## config.mk

```make
export PLATFORM = sky130hd
export DESIGN_NAME = vml_front
export DESIGN_NICKNAME = d
export VERILOG_FILES = /design/src/hdl/vml_pkg.sv /design/src/hdl/vml_front.sv
export SDC_FILE = /design/constraint.sdc
export NUM_CORES = 2
export LEC_CHECK = 0
export BUFFER_PORTS_ARGS = -buffer_cell sky130_fd_sc_hd__buf_2
export CAP_MARGIN = 20
export CORE_UTILIZATION = 40
export CTS_CLUSTER_SIZE = 24
export DETAILED_ROUTE_END_ITERATION = 8
export PLACE_DENSITY_LB_ADDON = 0.2
export SLEW_MARGIN = 30
export SYNTH_ARGS = -nofsm -noshare
export SYNTH_HDL_FRONTEND = slang
export SYNTH_SLANG_ARGS = --single-unit
```

## constraint.sdc

```tcl
create_clock -name clk_i -period 6.95 [get_ports clk_i]
set_input_delay 1.39 -clock clk_i [delete_from_list [all_inputs] [get_ports clk_i]]
set_output_delay 1.39 -clock clk_i [all_outputs]
set_load 0.03 [all_outputs]
```

## src/hdl/vml_pkg.sv

```systemverilog
// ----------------------------------------------------------------------------
// vml_pkg
// shared widths, codes and stage payload types of the vector magnitude limiter
// ----------------------------------------------------------------------------
`default_nettype none

package vml_pkg;

  localparam int unsigned DataWidth = 16;
  localparam int unsigned MagWidth  = DataWidth;          // |c| up to 2^(W-1)
  localparam int unsigned SqWidth   = 2 * DataWidth;      // square of a magnitude
  localparam int unsigned SumWidth  = 2 * DataWidth + 1;  // sum of two squares
  localparam int unsigned RootWidth = DataWidth + 1;      // floor(sqrt(sum))
  localparam int unsigned ProdWidth = 2 * DataWidth;      // |c| * L
  localparam int unsigned QuotWidth = DataWidth;          // |c| * L / m < 2^(W-1)+1
  localparam int unsigned TdataInWidth  = 56;
  localparam int unsigned TdataOutWidth = 40;

  typedef enum logic [1:0] {
    ACT_SCALE  = 2'd0,
    ACT_KEEP_X = 2'd1,
    ACT_KEEP_Y = 2'd2,
    ACT_RSVD   = 2'd3
  } action_e;

  typedef logic signed [DataWidth-1:0] data_t;
  typedef logic [MagWidth-1:0]  mag_t;
  typedef logic [SumWidth-1:0]  sum_t;
  typedef logic [RootWidth-1:0] root_t;

  // one bit of a restoring square root; width-generic through the sum type
  typedef struct packed {
    sum_t rem;
    sum_t res;
  } sqrt_st_t;

  // payload handed from the front end to the square-root pipe
  typedef struct packed {
    data_t   x;
    data_t   y;
    mag_t    lim;
    action_e act;
    logic    lim_hit;   // scale mode: sum exceeds limit squared
    sum_t    radicand;
  } front_t;

  // payload handed from the root to the divide pipe
  typedef struct packed {
    data_t   x;
    data_t   y;
    mag_t    lim;
    action_e act;
    logic    lim_hit;
    root_t   root;
  } root_pl_t;

  // final result
  typedef struct packed {
    data_t x;
    data_t y;
    logic  sat;
  } result_t;

  function automatic mag_t abs_of(input data_t v);
    logic [DataWidth-1:0] n;
    n = v[DataWidth-1] ? (~v + 1'b1) : v;
    return mag_t'(n);
  endfunction

  function automatic logic is_scale(input action_e a);
    return (a != ACT_KEEP_X) && (a != ACT_KEEP_Y);
  endfunction

endpackage

`default_nettype wire

```

## src/hdl/vml_front.sv

```systemverilog
// ----------------------------------------------------------------------------
// vml_front
// squares and radicand: two register stages in front of the square root
// ----------------------------------------------------------------------------
`default_nettype none

module vml_front (
  input  wire                    clk_i,
  input  wire                    rst_ni,
  input  wire                    en_i,
  input  wire                    valid_i,
  input  vml_pkg::data_t         x_i,
  input  vml_pkg::data_t         y_i,
  input  vml_pkg::data_t         limit_i,
  input  vml_pkg::action_e       act_i,
  output logic                   valid_o,
  output vml_pkg::front_t        pl_o
);
  import vml_pkg::*;

  typedef struct packed {
    data_t   x;
    data_t   y;
    mag_t    lim;
    action_e act;
    logic [SqWidth-1:0] sq_x;
    logic [SqWidth-1:0] sq_y;
    logic [SqWidth-1:0] sq_l;
  } sq_t;

  sq_t  sq_d, sq_q;
  logic v1_q;
  front_t fr_d, fr_q;
  logic v2_q;
  mag_t ax, ay;

  // stage 1: three squares
  always_comb begin
    ax = abs_of(x_i);
    ay = abs_of(y_i);
    sq_d.x    = x_i;
    sq_d.y    = y_i;
    sq_d.lim  = abs_of(limit_i);
    sq_d.act  = act_i;
    sq_d.sq_x = SqWidth'(ax) * SqWidth'(ax);
    sq_d.sq_y = SqWidth'(ay) * SqWidth'(ay);
    sq_d.sq_l = SqWidth'(sq_d.lim) * SqWidth'(sq_d.lim);
  end

  // stage 2: sum or difference and compare
  always_comb begin
    logic [SqWidth-1:0] kept;
    sum_t s;
    kept = (sq_q.act == ACT_KEEP_X) ? sq_q.sq_x : sq_q.sq_y;
    s    = SumWidth'(sq_q.sq_x) + SumWidth'(sq_q.sq_y);
    fr_d.x   = sq_q.x;
    fr_d.y   = sq_q.y;
    fr_d.lim = sq_q.lim;
    fr_d.act = sq_q.act;
    if (is_scale(sq_q.act)) begin
      fr_d.lim_hit  = s > SumWidth'(sq_q.sq_l);
      fr_d.radicand = s;
    end else begin
      fr_d.lim_hit  = 1'b0;
      fr_d.radicand = (kept > sq_q.sq_l) ? '0 : SumWidth'(sq_q.sq_l - kept);
    end
  end

  always_ff @(posedge clk_i or negedge rst_ni) begin
    if (!rst_ni) begin
      v1_q <= 1'b0;
      v2_q <= 1'b0;
    end else if (en_i) begin
      v1_q <= valid_i;
      v2_q <= v1_q;
    end
  end

  always_ff @(posedge clk_i) begin
    if (en_i) begin
      sq_q <= sq_d;
      fr_q <= fr_d;
    end
  end

  assign valid_o = v2_q;
  assign pl_o    = fr_q;

endmodule

`default_nettype wire

```

==> Yosys cells after proc, flatten, opt, wreduce, memory -nomap -nowiden <==
Index checks and enable logic that the tools add are counted.
{ "word_totals": {"regBits": 232, "word_cells": 38} }
{ "op_classes": {"addsub": 5, "multipliers": 3, "n_lt_le_gt_ge": 2, "eq_ne": 3, "muxes": 6, "bitwise_logic": 3, "n_reduce_logical": 1} }
{ "ops": {"columns": ["op", "count"], "rows": [
  ["16-bit by 16-bit multiplier with 32-bit output", 3],
  ["33-bit 2-to-1 mux", 2],
  ["16-bit by 1-bit adder with 16-bit output (second input constant)", 3],
  ["16-bit 2-to-1 mux", 3],
  ["16-bit NOT", 3],
  ["32-bit by 32-bit adder with 33-bit output", 1],
  ["33-bit by 32-bit greater-than comparator with 1-bit output", 1],
  ["32-bit by 32-bit subtractor with 33-bit output", 1],
  ["32-bit greater-than comparator", 1],
  ["32-bit 2-to-1 mux", 1],
  ["2-bit by 1-bit == test with 1-bit output (second input constant)", 1],
  ["2-bit by 1-bit != test with 1-bit output (second input constant)", 1],
  ["2-bit != test (second input constant)", 1],
  ["1-bit logical AND", 1]
]} }

==> Depth between registers and ports, before layout <==
{ "depth": {"ltp_word": 5, "mapped_depth": 31} }

==> Least setup slack after synthesis <==
OpenSTA, ideal clock, no wires.
{ "synth_path": {"kind": "input-to-reg", "from": "input port y_i[7]", "to": "register sq_q[62] (netlist bit), data pin", "setup_ps": 266, "t_arrival_ps": 8686, "slack_ps": -2002, "path_stages": 26, "cell_sequence": "or4_1 -> or2_2 -> or3_1 -> o31ai_2 -> xor2_1 -> inv_2 -> buf_2 -> nand2_1 -> fa_1 -> fa_1 -> inv_1 -> fa_1 -> fa_1 -> fa_1 -> inv_1 -> fa_1 -> inv_1 -> ha_1 -> a211o_1 -> a21oi_1 -> or3b_2 -> o311ai_1 -> a311oi_1 -> o31a_1 -> o41ai_1 -> xnor2_1"} }
{ "synth_lines": {"columns": ["item", "line_no", "text"], "rows": [
  ["start: declaration", "vml_front.sv:13", "input vml_pkg::data_t y_i,"],
  ["end signal: assignment", "vml_front.sv:81", "sq_q <= sq_d;"],
  ["end: declaration", "vml_front.sv:31", "sq_t sq_d, sq_q;"]
]} }

==> flow_summary_export.csv <==
group,metric,value,unit
status,status,"complete, but fails checks",
status,violations,"negative setup slack",
routing,drtPass1Iterations,5,
yosys,syn_avg_cell_area,9.99,um2
yosys,yosysUniqueCellTypes,82,
place,gp_congestion,0.902,
layout,synthToLayoutAreaGrowth,28.3,%
clocking,clock-sinks,226,
yosys,netlist_area,32400,um2
global_routing,grt_max_degree,163,
clocking,cts-root-buf,"clkbuf_16",
yosys,synth_edf_count,224,
routing,wl,79200,um
flow_run,drv_cap,0,
timing,fmax,123,MHz
yosys,ys_ff_latch,226,
setup_path,critPathSlowestCell,"fa_1",
timing,max_slew_margin,14.0,%
floorplanning,die-area,82300,um2
hold_path,hold_path_startpoint,"fr_d[59]",
setup_path,critPathMostFrequentCell,"fa_1",
floorplanning,initial_core_util,40.3,%
yosys,ys_seq_area_share,20.9,%
timing,hold_violations,0,
global_routing,grt-ovfl-total,0,
timing,skew,0.0276,ns
place,dpl.hpwl,67000,um
yosys,syn_inst,3249,
routing,drtAntennaViolNets,0,
floorplanning,die_x,287,um
setup_path,slowest_delay,0.56,ns
clocking,holdBufCountCts,0,
clocking,clockBufferDepth,3,
timing,setup_ws,-1.15,ns
timing,drv_slew,0,
clocking,clk_latency,0.59,ns
layout,drive_gt1_share,26.7,%
routing,dr.first_iter.drc_count,1099,
global_routing,antenna_found_initial,3,
routing,via_per_inst,4.80,
setup_path,arrival,8.45,ns
floorplanning,die_h,287,um
global_routing,grt_pass1_wl,130000,um
setup_path,required,7.30,ns
setup_path,cp-end-kind,"flip-flop",
yosys,synthFlopType,"edfxtp_1",
place,numPortBuffers,138,
setup_path,critPathKind,"in -> reg",
hold_path,hold_path.class,"reg -> reg",
timing,fin_crit_sh,117,%
global_routing,grt_usage,19.8,%
yosys,async_flop_share,0.885,%
layout,diodes,0,
timing,rsz0062_at_grt,"true",
floorplanning,ios,139,
timing,setup_viol,57,
yosys,yosysWarnings,0,
floorplanning,row_count,104,
floorplanning,core_area,80400,um2
clocking,htreeDepth,1,
timing,period_needed,8.10,ns
timing,worstMarginPinSlew,1.29,ns
setup_path,cp-start-kind,"primary input",
routing,vias,24487,
routing,drc,0,
clocking,cts_tree,"done",
timing,tns,-37.58,ns
clocking,path_clk_slew,0.07,ns
routing,drt-wirelength-per-cell,15.5,um
layout,post-route-util,51.8,%
setup_path,crit_start,"limit_i[2]",
layout,fin_nets,4948,
setup_path,cp_max_fo,4,
place,post-place-ws,-1.92,ns
global_routing,grt_pass1_vias,25890,
setup_path,reg2reg_from,"fr_d[35]",
timing,timing.hold.ws,0.417,ns
clocking,numCtsBuffers,29,
==> cells in the final DEF (no fill, tap or decap), types with 11 or more instances in the layout <==
cell type / instances
inv_1: 699
buf_4: 584
fa_1: 479
ha_1: 363
nand2_1: 243
edfxtp_1: 224
nor2_1: 211
buf_2: 133
xnor2_1: 103
a21oi_1: 88
a21o_1: 81
xor2_1: 68
o21ai_0: 44
buf_6: 38
inv_2: 36
conb_1: 33
mux2i_1: 30
clkbuf_16: 29
o21a_1: 27
nand3_1: 23
o31ai_1: 22
nor3_1: 21
ha_4: 21
nand2_2: 19
a21oi_2: 19
o21bai_1: 18
nor2_2: 16
nand4_1: 14
and2_1: 14
nor2b_1: 13
and3_1: 11
a211oi_1: 11
fa_2: 11
==> per-stage QoR <==
| stage | area [um2] | cells |
|---|---|---|
| after detailed placement | 39200 | 4991 |
| final | 41600 | 5101 |
| after CTS | 41100 | 5080 |
| after floorplan | 33200 | 3280 |
| after global routing | 41600 | 5101 |
| after global placement | 39200 | 4991 |
==> critical path: cells and delay by family <==
family	cells	cell delay, ns
adders and majority gates	7	3.33
AOI/OAI and AO/OA	9	2.03
xor gates and xnor gates	2	0.28
buffers and inverters	6	0.40
and+or+nand+nor	5	1.04
==> final timing paths <==
path,endpoint,slack [ns],depth (start not counted)
max in group asynchronous,v1_q,6.27,1
worst min register to register,pl_o[59],0.42,0
worst max register to register,pl_o[19],2.04,15
min in group asynchronous,valid_o,0.58,1
worst min-delay path,pl_o[59],0.42,0
worst max-delay path,sq_q[29],-1.15,29
==> cell type report <==
type                       instances  area (um2)
clock buffer                      31         733
clock inverter                    23         285
fill                            7491       38800
inverter                         753        2850
multi-input combinational       2247       24100
sequential                       226        6780
tap                             1060        1330
timing repair buffer             761        5590
==> state kept, by name, summed over array words and instances (netlist names) <==
register,cells
pl_o,84
fr_d,50
v1_q,1
valid_o,1
sq_q,90
==> per-layer routing <==
| layer | global-route usage (%) | vias up | wire length [um] |
|---|---|---|---|
| met5 | 0 | - | 0 |
| met4 | 4.40 | 0 | 1670 |
| met3 | 1.91 | 88 | 3380 |
| met2 | 33.9 | 466 | 38400 |
| met1 | 27.0 | 11991 | 35700 |
| li1 | - | 11942 | - |
==> cells in the mapped netlist, drive strengths merged, types with 4 or more instances <==
| library cell | instances | area share (%) |
|---|---|---|
| inv | 736 | 8.5 |
| fa | 490 | 30 |
| ha | 386 | 15 |
| nand2 | 272 | 3.1 |
| nor2 | 235 | 2.7 |
| edfxtp | 224 | 21 |
| xnor2 | 118 | 3.3 |
| a21oi | 111 | 1.7 |
| a21o | 81 | 1.9 |
| xor2 | 73 | 2.0 |
| o21ai | 68 | 1.1 |
| clkbuf | 49 | 0.57 |
| mux2i | 30 | 0.93 |
| o21a | 27 | 0.62 |
| o31ai | 27 | 0.64 |
| nand3 | 25 | 0.39 |
| nor3 | 24 | 0.37 |
| a211oi | 21 | 0.50 |
| and2 | 21 | 0.41 |
| o21bai | 19 | 0.44 |
| clkinv | 17 | 0.20 |
| and3 | 16 | 0.31 |
| nor2b | 16 | 0.31 |
| nand4 | 14 | 0.27 |
| nand2b | 11 | 0.21 |
| o211ai | 11 | 0.27 |
| a22o | 9 | 0.24 |
| a31oi | 9 | 0.17 |
| or3 | 9 | 0.17 |
| a21boi | 8 | 0.19 |
| o41ai | 7 | 0.19 |
| o31a | 6 | 0.16 |
| a211o | 5 | 0.13 |
| a31o | 5 | 0.13 |
| buf | 5 | 0.081 |
| nor4 | 5 | 0.12 |
| a221o | 4 | 0.12 |
| a311oi | 4 | 0.11 |
| a41oi | 4 | 0.11 |
==> repair_timing <==
action                                  CTS  global route
gates resized for setup                 139            97
pin swaps                               115            83
endpoints found under the setup margin   58            60
gates cloned                              0             0
setup buffers                            45            31
==> kinds of logic (layout without fill, tap and decap cells) <==
kind of cell | count (synthesis) | in the layout | synth area share, %
AOI/OAI and AO/OA | 449 | 449 | 9.44
xor gates and xnor gates | 191 | 191 | 5.28
adders and majority gates | 876 | 876 | 45.1
buffers and inverters | 807 | 1568 | 9.36
DFF | 226 | 226 | 20.9
muxes | 33 | 33 | 1.03
other | 2 | 33 | 0.0231
and+or+nand+nor | 665 | 665 | 8.87
Power is not shown: default switching activity piles up to over one toggle a cycle in this logic, so the estimate is an artifact.
