<file path="config.mk">
export PLATFORM = sky130hd
export DESIGN_NAME = vml_scale
export DESIGN_NICKNAME = d
export VERILOG_FILES = /design/src/hdl/vml_pkg.sv /design/src/hdl/vml_scale.sv
export SDC_FILE = /design/constraint.sdc
export NUM_CORES = 2
export LEC_CHECK = 0
export BUFFER_PORTS_ARGS = -buffer_cell sky130_fd_sc_hd__buf_2
export CAP_MARGIN = 20
export CORE_MARGIN = 2
export CORE_UTILIZATION = 60
export DETAILED_ROUTE_END_ITERATION = 6
export PLACE_DENSITY_LB_ADDON = 0.2
export RECOVER_POWER = 100
export SYNTH_ARGS = -nofsm -noshare
export SYNTH_HDL_FRONTEND = slang
export SYNTH_SLANG_ARGS = --single-unit
</file>
<file path="constraint.sdc">
create_clock -name clk_i -period 7.6 [get_ports clk_i]
set_clock_uncertainty 0.1 [all_clocks]
set_input_delay 0 -clock clk_i [delete_from_list [all_inputs] [get_ports clk_i]]
set_output_delay 0 -clock clk_i [all_outputs]
set_load 0.05 [all_outputs]
</file>
<file path="src/hdl/vml_pkg.sv">
// ----------------------------------------------------------------------------
// vml_pkg
// shared widths, codes and stage payload types of the vector magnitude limiter
// ----------------------------------------------------------------------------
`default_nettype none

package vml_pkg;

  localparam int unsigned DataWidth = 16;
  localparam int unsigned MagWidth  = DataWidth;          // |c| up to 2^(W-1)
  localparam int unsigned SqWidth   = 2 * DataWidth;      // square of a magnitude
  localparam int unsigned SumWidth  = 2 * DataWidth + 1;  // sum of two squares
  localparam int unsigned RootWidth = DataWidth + 1;      // floor(sqrt(sum))
  localparam int unsigned ProdWidth = 2 * DataWidth;      // |c| * L
  localparam int unsigned QuotWidth = DataWidth;          // |c| * L / m < 2^(W-1)+1
  localparam int unsigned TdataInWidth  = 56;
  localparam int unsigned TdataOutWidth = 40;

  typedef enum logic [1:0] {
    ACT_SCALE  = 2'd0,
    ACT_KEEP_X = 2'd1,
    ACT_KEEP_Y = 2'd2,
    ACT_RSVD   = 2'd3
  } action_e;

  typedef logic signed [DataWidth-1:0] data_t;
  typedef logic [MagWidth-1:0]  mag_t;
  typedef logic [SumWidth-1:0]  sum_t;
  typedef logic [RootWidth-1:0] root_t;

  // one bit of a restoring square root; width-generic through the sum type
  typedef struct packed {
    sum_t rem;
    sum_t res;
  } sqrt_st_t;

  // payload handed from the front end to the square-root pipe
  typedef struct packed {
    data_t   x;
    data_t   y;
    mag_t    lim;
    action_e act;
    logic    lim_hit;   // scale mode: sum exceeds limit squared
    sum_t    radicand;
  } front_t;

  // payload handed from the root to the divide pipe
  typedef struct packed {
    data_t   x;
    data_t   y;
    mag_t    lim;
    action_e act;
    logic    lim_hit;
    root_t   root;
  } root_pl_t;

  // final result
  typedef struct packed {
    data_t x;
    data_t y;
    logic  sat;
  } result_t;

  function automatic mag_t abs_of(input data_t v);
    logic [DataWidth-1:0] n;
    n = v[DataWidth-1] ? (~v + 1'b1) : v;
    return mag_t'(n);
  endfunction

  function automatic logic is_scale(input action_e a);
    return (a != ACT_KEEP_X) && (a != ACT_KEEP_Y);
  endfunction

endpackage

`default_nettype wire

</file>
<file path="src/hdl/vml_scale.sv">
// ----------------------------------------------------------------------------
// vml_scale
// product |c|*L, pipelined restoring divide by the root, clamp and sign
// ----------------------------------------------------------------------------
`default_nettype none

module vml_scale (
  input  wire                    clk_i,
  input  wire                    rst_ni,
  input  wire                    en_i,
  input  wire                    valid_i,
  input  vml_pkg::root_pl_t      pl_i,
  output logic                   valid_o,
  output vml_pkg::result_t       res_o
);
  import vml_pkg::*;

  localparam int unsigned Steps = QuotWidth;
  localparam int unsigned RemWidth = RootWidth + 1;

  typedef struct packed {
    data_t   x;
    data_t   y;
    action_e act;
    logic    lim_hit;
    root_t   root;
    logic [ProdWidth-1:0] px;   // dividend shifts out at the top
    logic [ProdWidth-1:0] py;
    logic [RemWidth-1:0]  rx;
    logic [RemWidth-1:0]  ry;
  } st_t;

  st_t  p_d, p_q;
  logic pv_q;
  st_t  st_q [Steps];
  st_t  st_d [Steps];
  logic [Steps-1:0] v_q;
  result_t res_d, res_q;
  logic rv_q;

  // product stage
  always_comb begin
    p_d.x       = pl_i.x;
    p_d.y       = pl_i.y;
    p_d.act     = pl_i.act;
    p_d.lim_hit = pl_i.lim_hit;
    // clamp modes need the bare root as bound; a limited vector has a root of
    // at least one, so the divisor is never zero where the quotient is used
    p_d.root    = pl_i.root;
    p_d.px      = ProdWidth'(abs_of(pl_i.x)) * ProdWidth'(pl_i.lim);
    p_d.py      = ProdWidth'(abs_of(pl_i.y)) * ProdWidth'(pl_i.lim);
    p_d.rx      = '0;
    p_d.ry      = '0;
    // quotient < 2^Steps, so the top bits of the product start in the remainder
    p_d.rx      = RemWidth'(p_d.px >> Steps);
    p_d.ry      = RemWidth'(p_d.py >> Steps);
    p_d.px      = p_d.px << (ProdWidth - Steps);
    p_d.py      = p_d.py << (ProdWidth - Steps);
  end

  // one quotient bit per stage; quotient bits shift in at the bottom of px/py
  always_comb begin
    st_t cur;
    logic [RemWidth-1:0] tx, ty;
    for (int i = 0; i < Steps; i++) begin
      cur = (i == 0) ? p_q : st_q[(i == 0) ? 0 : i - 1];
      st_d[i] = cur;
      tx = {cur.rx[RemWidth-2:0], cur.px[ProdWidth-1]};
      ty = {cur.ry[RemWidth-2:0], cur.py[ProdWidth-1]};
      if (tx >= RemWidth'(cur.root)) begin
        st_d[i].rx = tx - RemWidth'(cur.root);
        st_d[i].px = {cur.px[ProdWidth-2:0], 1'b1};
      end else begin
        st_d[i].rx = tx;
        st_d[i].px = {cur.px[ProdWidth-2:0], 1'b0};
      end
      if (ty >= RemWidth'(cur.root)) begin
        st_d[i].ry = ty - RemWidth'(cur.root);
        st_d[i].py = {cur.py[ProdWidth-2:0], 1'b1};
      end else begin
        st_d[i].ry = ty;
        st_d[i].py = {cur.py[ProdWidth-2:0], 1'b0};
      end
    end
  end

  // output stage: clamp modes use the root as bound, scale mode the quotients
  always_comb begin
    st_t f;
    logic [QuotWidth-1:0] qx, qy;
    logic [RootWidth:0] bx, by;
    data_t xo, yo;
    f  = st_q[Steps-1];
    qx = QuotWidth'(f.px);
    qy = QuotWidth'(f.py);
    xo = f.x;
    yo = f.y;
    bx = {1'b0, f.root};
    by = {1'b0, f.root};
    unique case (f.act)
      ACT_KEEP_X: begin
        if ($signed({f.y[DataWidth-1], f.y}) > $signed({1'b0, bx})) begin
          yo = data_t'(f.root);
        end else if ($signed({f.y[DataWidth-1], f.y}) < -$signed({1'b0, by})) begin
          yo = data_t'(-$signed({1'b0, f.root}));
        end
      end
      ACT_KEEP_Y: begin
        if ($signed({f.x[DataWidth-1], f.x}) > $signed({1'b0, bx})) begin
          xo = data_t'(f.root);
        end else if ($signed({f.x[DataWidth-1], f.x}) < -$signed({1'b0, by})) begin
          xo = data_t'(-$signed({1'b0, f.root}));
        end
      end
      default: begin
        if (f.lim_hit) begin
          xo = f.x[DataWidth-1] ? data_t'(-qx) : data_t'(qx);
          yo = f.y[DataWidth-1] ? data_t'(-qy) : data_t'(qy);
        end
      end
    endcase
    res_d.x   = xo;
    res_d.y   = yo;
    res_d.sat = (xo != f.x) || (yo != f.y);
  end

  always_ff @(posedge clk_i or negedge rst_ni) begin
    if (!rst_ni) begin
      pv_q <= 1'b0;
      v_q  <= '0;
      rv_q <= 1'b0;
    end else if (en_i) begin
      pv_q <= valid_i;
      v_q  <= {v_q[Steps-2:0], pv_q};
      rv_q <= v_q[Steps-1];
    end
  end

  always_ff @(posedge clk_i) begin
    if (en_i) begin
      p_q <= p_d;
      for (int i = 0; i < Steps; i++) begin
        st_q[i] <= st_d[i];
      end
      res_q <= res_d;
    end
  end

  assign valid_o = rv_q;
  assign res_o   = res_q;

endmodule

`default_nettype wire

</file>
; ---- Yosys cells after proc, flatten, opt, wreduce, memory -nomap -nowiden
; Memories as Yosys holds them, arrays and structs flattened.
; Cells that the tools add are included.
[word_totals]
register_bits = 167
mem_bits_rw = 2432
output_inout_bits = 34
elab_cells = 177
memories = 1
[memory_table]
columns = name, words, word_bits, rd, rd_ports_with_merged_regs, write_ports, line
row1 = st_q, 16, 152, 16, 0, 16, vml_scale.sv:35  ; st_t st_q [Steps];
[op_classes]
order_cmp = 36
mul = 2
reduce_logical = 1
eq_ne = 4
mux = 78
n_addsub = 38
n_bitwise = 2
[ops]
columns = cell, n
row1 = 18-bit two-way mux, 32
row2 = 18-bit by 17-bit >= comparator with 1-bit output, 30
row3 = 18-bit by 17-bit subtractor with 18-bit output, 30
row4 = 16-bit two-way mux, 10
row5 = 16-bit by 16-bit multiplier with 32-bit output, 2
row6 = 16-bit one-hot mux with 2 select lines, 2
row7 = 16-bit negator, 3
row8 = 16-bit by 19-bit less-than comparator with 1-bit output, 2
row9 = 16-bit by 18-bit > comparator with 1-bit output, 2
row10 = 17-bit by 17-bit subtractor with 18-bit output, 2
row11 = 17-bit >= comparator, 2
row12 = 1-bit two-way mux, 34
row13 = 16-bit by 1-bit adder with 16-bit output (second input constant), 2
row14 = 16-bit != test, 2
row15 = 16-bit NOT, 2
row16 = 17-bit negator with 19-bit output, 1
row17 = 2-bit by 1-bit equality test with 1-bit output (second input constant), 1
row18 = 2-bit equality test (second input constant), 1
row19 = 1-bit logical OR, 1

; ---- Longest topological paths before layout
; An unclocked memory read counts as a cell.
[logic_depth]
depth_word = 8
mapped_depth = 34

; ---- Worst setup path before layout
; Ideal clock, no wire load.
[synth_path]
path_type = in2reg
from = input port pl_i[41] in the netlist's numbering
to = register p_q[15] in the netlist's numbering (data pin)
n_path_buf = 1
setup_time_ns = 0.260
setup_slack_ns = -0.051
path_stages = 29
t_required_ns = 7.240
t_arrival_ns = 7.291
path_cell_list = or4_1 -> nor4_1 -> inv_1 -> or3_1 -> o31ai_1 -> xnor2_1 -> clkbuf_1 -> nand2_1 -> fa_1 -> fa_1 -> inv_1 -> fa_1 -> fa_1 -> fa_1 -> inv_1 -> fa_1 -> inv_1 -> ha_1 -> a21o_1 -> a21o_1 -> nor3_1 -> a21boi_0 -> o31ai_1 -> a221o_1 -> and2_1 -> nor3_1 -> o21bai_1 -> a21oi_1 -> xnor2_1
[synth_rtl]
columns = item, line
row1 = start: declaration, vml_scale.sv:12  ; input vml_pkg::root_pl_t pl_i,
row2 = end signal: assignment, vml_scale.sv:141  ; p_q <= p_d;
row3 = end: declaration, vml_scale.sv:33  ; st_t p_d, p_q;

==> results.md <==
- Status: finished, violations left
- Violations in the final reports: max-capacitance violations, max-slew violations
- Highest-count cells in the layout ignoring fill and taps: 2003 x sky130_fd_sc_hd__edfxtp_1, 912 x sky130_fd_sc_hd__inv_1, 825 x sky130_fd_sc_hd__ha_1
- Chip Height: 439 microns
- Worst-path maximum fanout: 4
- Seq/Total Area, Yosys: between 50% and 60%
- Path type of the worst min-delay path: in -> async
- Clock transition at path regs: approximately 0.06 ns
- Max-capacitance violation count: 13
- Standard-cell row count: between 150 and 200
- FF-to-FF Start: st_q[1][1165]$_DFFE_PP_
- # setup viols final: 0
- Ratio of final minimum period to clock period: a little over nine tenths
- Reported leakage power: approximately 0.05 uW
- Cell area after synthesis: 0.113 sq mm
- Via count of the first global-routing pass: 71500
- Cell chosen for the clock root: sky130_fd_sc_hd__clkbuf_16
- Yosys synthesis warning count: 0
- First-pass detailed-route iteration total: 6
- Worst R2R Path Depth: 18
- Clock period minus worst slack: 7.38 ns
- Maximum clock insertion buffer count: 3
- Crit path required time: 8.06 ns
- Maximum number of pins on one net before global-route repair: a little under 200
- Die Area: 0.192 sq mm
- Worst stage delay on the critical path: 0.56 ns
- Overall routing resource usage: a little over a quarter
- Max transition margin: -338%
- XOR/XNOR share of the synthesized area: 4.02%
- Cts bufs inserted: around 200
- Largest vdd supply drop: approximately 0.87 mV
- Total number of nets in the final design: 10800
- TritonCTS clock tree: built
- Distinct cells, synth: 86
- Power density over the cells: about 470 mW/mm^2
- Proportion of layout cells with a drive suffix above 1: under 10%
- Number of instances in the synthesized netlist: roughly 9000
- Avg Vias per Cell: about 6
- Effective utilization at floorplan: around three fifths
- Crit-path slowest cell: sky130_fd_sc_hd__dlygate4sd3_1
- Starting DRC count in detailed routing: 5074
- Number of nets produced by synthesis: ~10000
- Synthesis-stage register bit count: approximately 2000
- Adder-cell share of the synthesized area: between 10% and 20%
- H-Tree Depth: 4
- EDFF count, synth: about 2000
- Basic-gate share of the synthesized area counting and, or, nand and nor cells: a little under 10%
- Fraction of synthesis flops using an asynchronous set or reset pin: less than 1%
- CP dominant cell by count: sky130_fd_sc_hd__fa_1
- Final standard cell utilization of the core: 66.7%
- Syn-to-layout area delta: 10.4%
- CP endpoint kind: flop
- Latest clock arrival within the worst-skew pair: between 0.8 and 0.9 ns
- Main combinational cell family by area after synthesis: adder cells
- Global-route wire length before repair: a little over 400000 microns
- DRC violations left: 0
- Highest Clock Rate: around 0.14 GHz
- Port buffer count: around 110
- Antenna violations before repair: 6
- Die Span X: approximately 440 microns
- Post-detailed-route count of antenna-violating nets: 0
- Number of vias in the routed layout: roughly 71000
- Type of the worst setup path: in -> reg
- Largest delay share family, worst path: adder cells
- Reg2Reg Setup Slack: roughly 0.98 ns
- Global route overflow: 0
- Count of filler cells inserted in the layout: between 10000 and 15000
- Floorplan Core Area: between 0.15 and 0.2 sq mm
- Buffers & Inverters on Critical Path: 9
- Placer Congestion: between 0.9 and 1
- Setup slack of the critical path after layout: approximately 0.22 ns
- Post-synthesis mux area share: between 3 and 4%
- Max Transition Viols Final: around 1300
- Data arrival time of the worst path: a little under 8 ns
- Number of top-level pins: around 110
- Worst setup SP type: input port
- Most common cell after layout, fill and taps aside: sky130_fd_sc_hd__edfxtp_1
- Placed wire-length estimate: roughly 190000 microns
- Avg Cell Area, Syn: between 10 and 15 sq um
- Average routed wire per standard cell: approximately 22 microns
- Primary flip-flop cell chosen by synthesis mapping: sky130_fd_sc_hd__edfxtp_1
- Compound-gate portion of the synthesized area: 9.16%
- Final Hold Viols: 0
- Worst Setup Slack post-DPL: -0.317 ns
- Worst hold slack across all endpoints: between 0.2 and 0.25 ns
- Capture point of the worst reg-to-reg path: res_o[0]$_DFFE_PP_
- Routed Wire Length: roughly 260000 microns
- Worst-Margin Slew: 6.58 ns
- Clock net sink count: between 2000 and 2500
## final cells by class
| type | count | area [sq um] | share of cell area [%] |
|---|---|---|---|
| diodes | 1 | 2.50 | 0.00200 |
| clock buffers | 244 | 5260 | 4.20 |
| clock inverters | 132 | 1400 | 1.12 |
| inverters | 912 | 3420 | 2.74 |
| multi-input cells | 5898 | 48200 | 38.5 |
| flip-flops and latches | 2021 | 60600 | 48.4 |
| well taps | 2495 | 3120 | 2.50 |
| repair buffers | 414 | 3100 | 2.48 |
## state kept, by name (all words and copies together), names as in the netlist
register	cells
st_q	1854
p_q	116
res_o	33
v_q	16
pv_q	1
valid_o	1
## power breakdown
part | total (uW) | switching (uW) | internal, uW
Clock | 9870 | 4320 | 5560
Combinational | 30600 | 17100 | 13500
Sequential | 18000 | 1470 | 16500
## per-layer routing
metal / global-route usage, % / wire length (microns) / up-vias / share of wire, %
met3: 3.53 / 12100 / 570 / 4.6
li1: - / - / 33400 / -
met4: 10.1 / 10100 / 2 / 3.9
met5: 0 / 13 / - / 0.0050
met1: 35.4 / 109000 / 34800 / 42
met2: 46.7 / 130000 / 1908 / 50
## worst register-to-register path, stage by stage (launching register included)
cell and delay (ns):
sky130_fd_sc_hd__edfxtp_1 0.60, sky130_fd_sc_hd__inv_1 0.29, sky130_fd_sc_hd__ha_1 0.34, sky130_fd_sc_hd__nand4_1 0.26, sky130_fd_sc_hd__nor4_1 0.29, sky130_fd_sc_hd__xnor2_1 0.38, sky130_fd_sc_hd__inv_1 0.31, sky130_fd_sc_hd__ha_1 0.37
sky130_fd_sc_hd__a21o_1 0.16, sky130_fd_sc_hd__a221o_1 0.39, sky130_fd_sc_hd__o31ai_1 0.73, sky130_fd_sc_hd__clkbuf_1 0.57, sky130_fd_sc_hd__mux2i_1 0.24, sky130_fd_sc_hd__a211oi_1 0.28, sky130_fd_sc_hd__a311o_1 0.15, sky130_fd_sc_hd__o311a_1 0.17
sky130_fd_sc_hd__o2111ai_1 0.12, sky130_fd_sc_hd__a2111oi_0 0.31, sky130_fd_sc_hd__nand4_1 0.21
## worst max path at each step
stage	start	to	slack [ns]	cells after the start
after floorplan	pl_i[41]	p_q[15]$_DFFE_PP_	0.03	29
after global placement	pl_i[41]	p_q[15]$_DFFE_PP_	-0.36	30
after detailed placement	pl_i[41]	p_q[14]$_DFFE_PP_	-0.32	29
after CTS	pl_i[57]	p_q[33]$_DFFE_PP_	0.02	30
after global routing	pl_i[40]	p_q[15]$_DFFE_PP_	-0.07	30
final	pl_i[57]	p_q[26]$_DFFE_PP_	0.22	29
## stage by stage
stage | setup TNS (ns) | power (uW) | cells | area, sq um
2_1_floorplan | 0 | 39300 | 9039 | 113000
3_3_place_gp | -1.17 | 48000 | 11600 | 118000
3_5_place_dp | -1.26 | 48500 | 11600 | 118000
4_1_cts | 0 | 58900 | 12100 | 125000
5_1_grt | -0.113 | 62600 | 12100 | 125000
6_report | 0 | 58500 | 12100 | 125000
## cell usage after synthesis (all sizes together) (39+ instances only)
cell	number	area (sq um)
o31ai	59	448
nand2b	91	569
a21o	172	1290
nand3	121	606
and3	61	382
mux2i	65	651
ha	827	10300
o21bai	54	405
xor2	200	1750
o21ai	410	2090
a21boi	39	327
nor2b	89	624
nand2	765	2870
nor3	181	906
o21a	65	488
a211oi	64	526
a21oi	382	1910
edfxtp	2003	60100
or3	73	457
fa	418	8370
nand4	100	626
clkbuf	171	642
mux2	243	2970
and2	253	1580
inv	912	3420
xnor2	317	2780
nor2	427	1600
## cell families after synthesis
group	Yosys count
AO/OA/AOI/OAI	1563
XOR/XNOR	518
adder cells (fa/ha/maj)	1245
buffers and inverters	1120
flip-flops	2021
multiplexers	308
AND/OR/NAND/NOR	2264
## repair_timing
action	CTS	global route
endpoints found under the hold margin	326	0
setup endpoints to repair	0	17
gates resized for setup	0	60
buffers inserted	0	7
hold buffers	110	0
No activity file was read; power rests on OpenSTA's default activity.
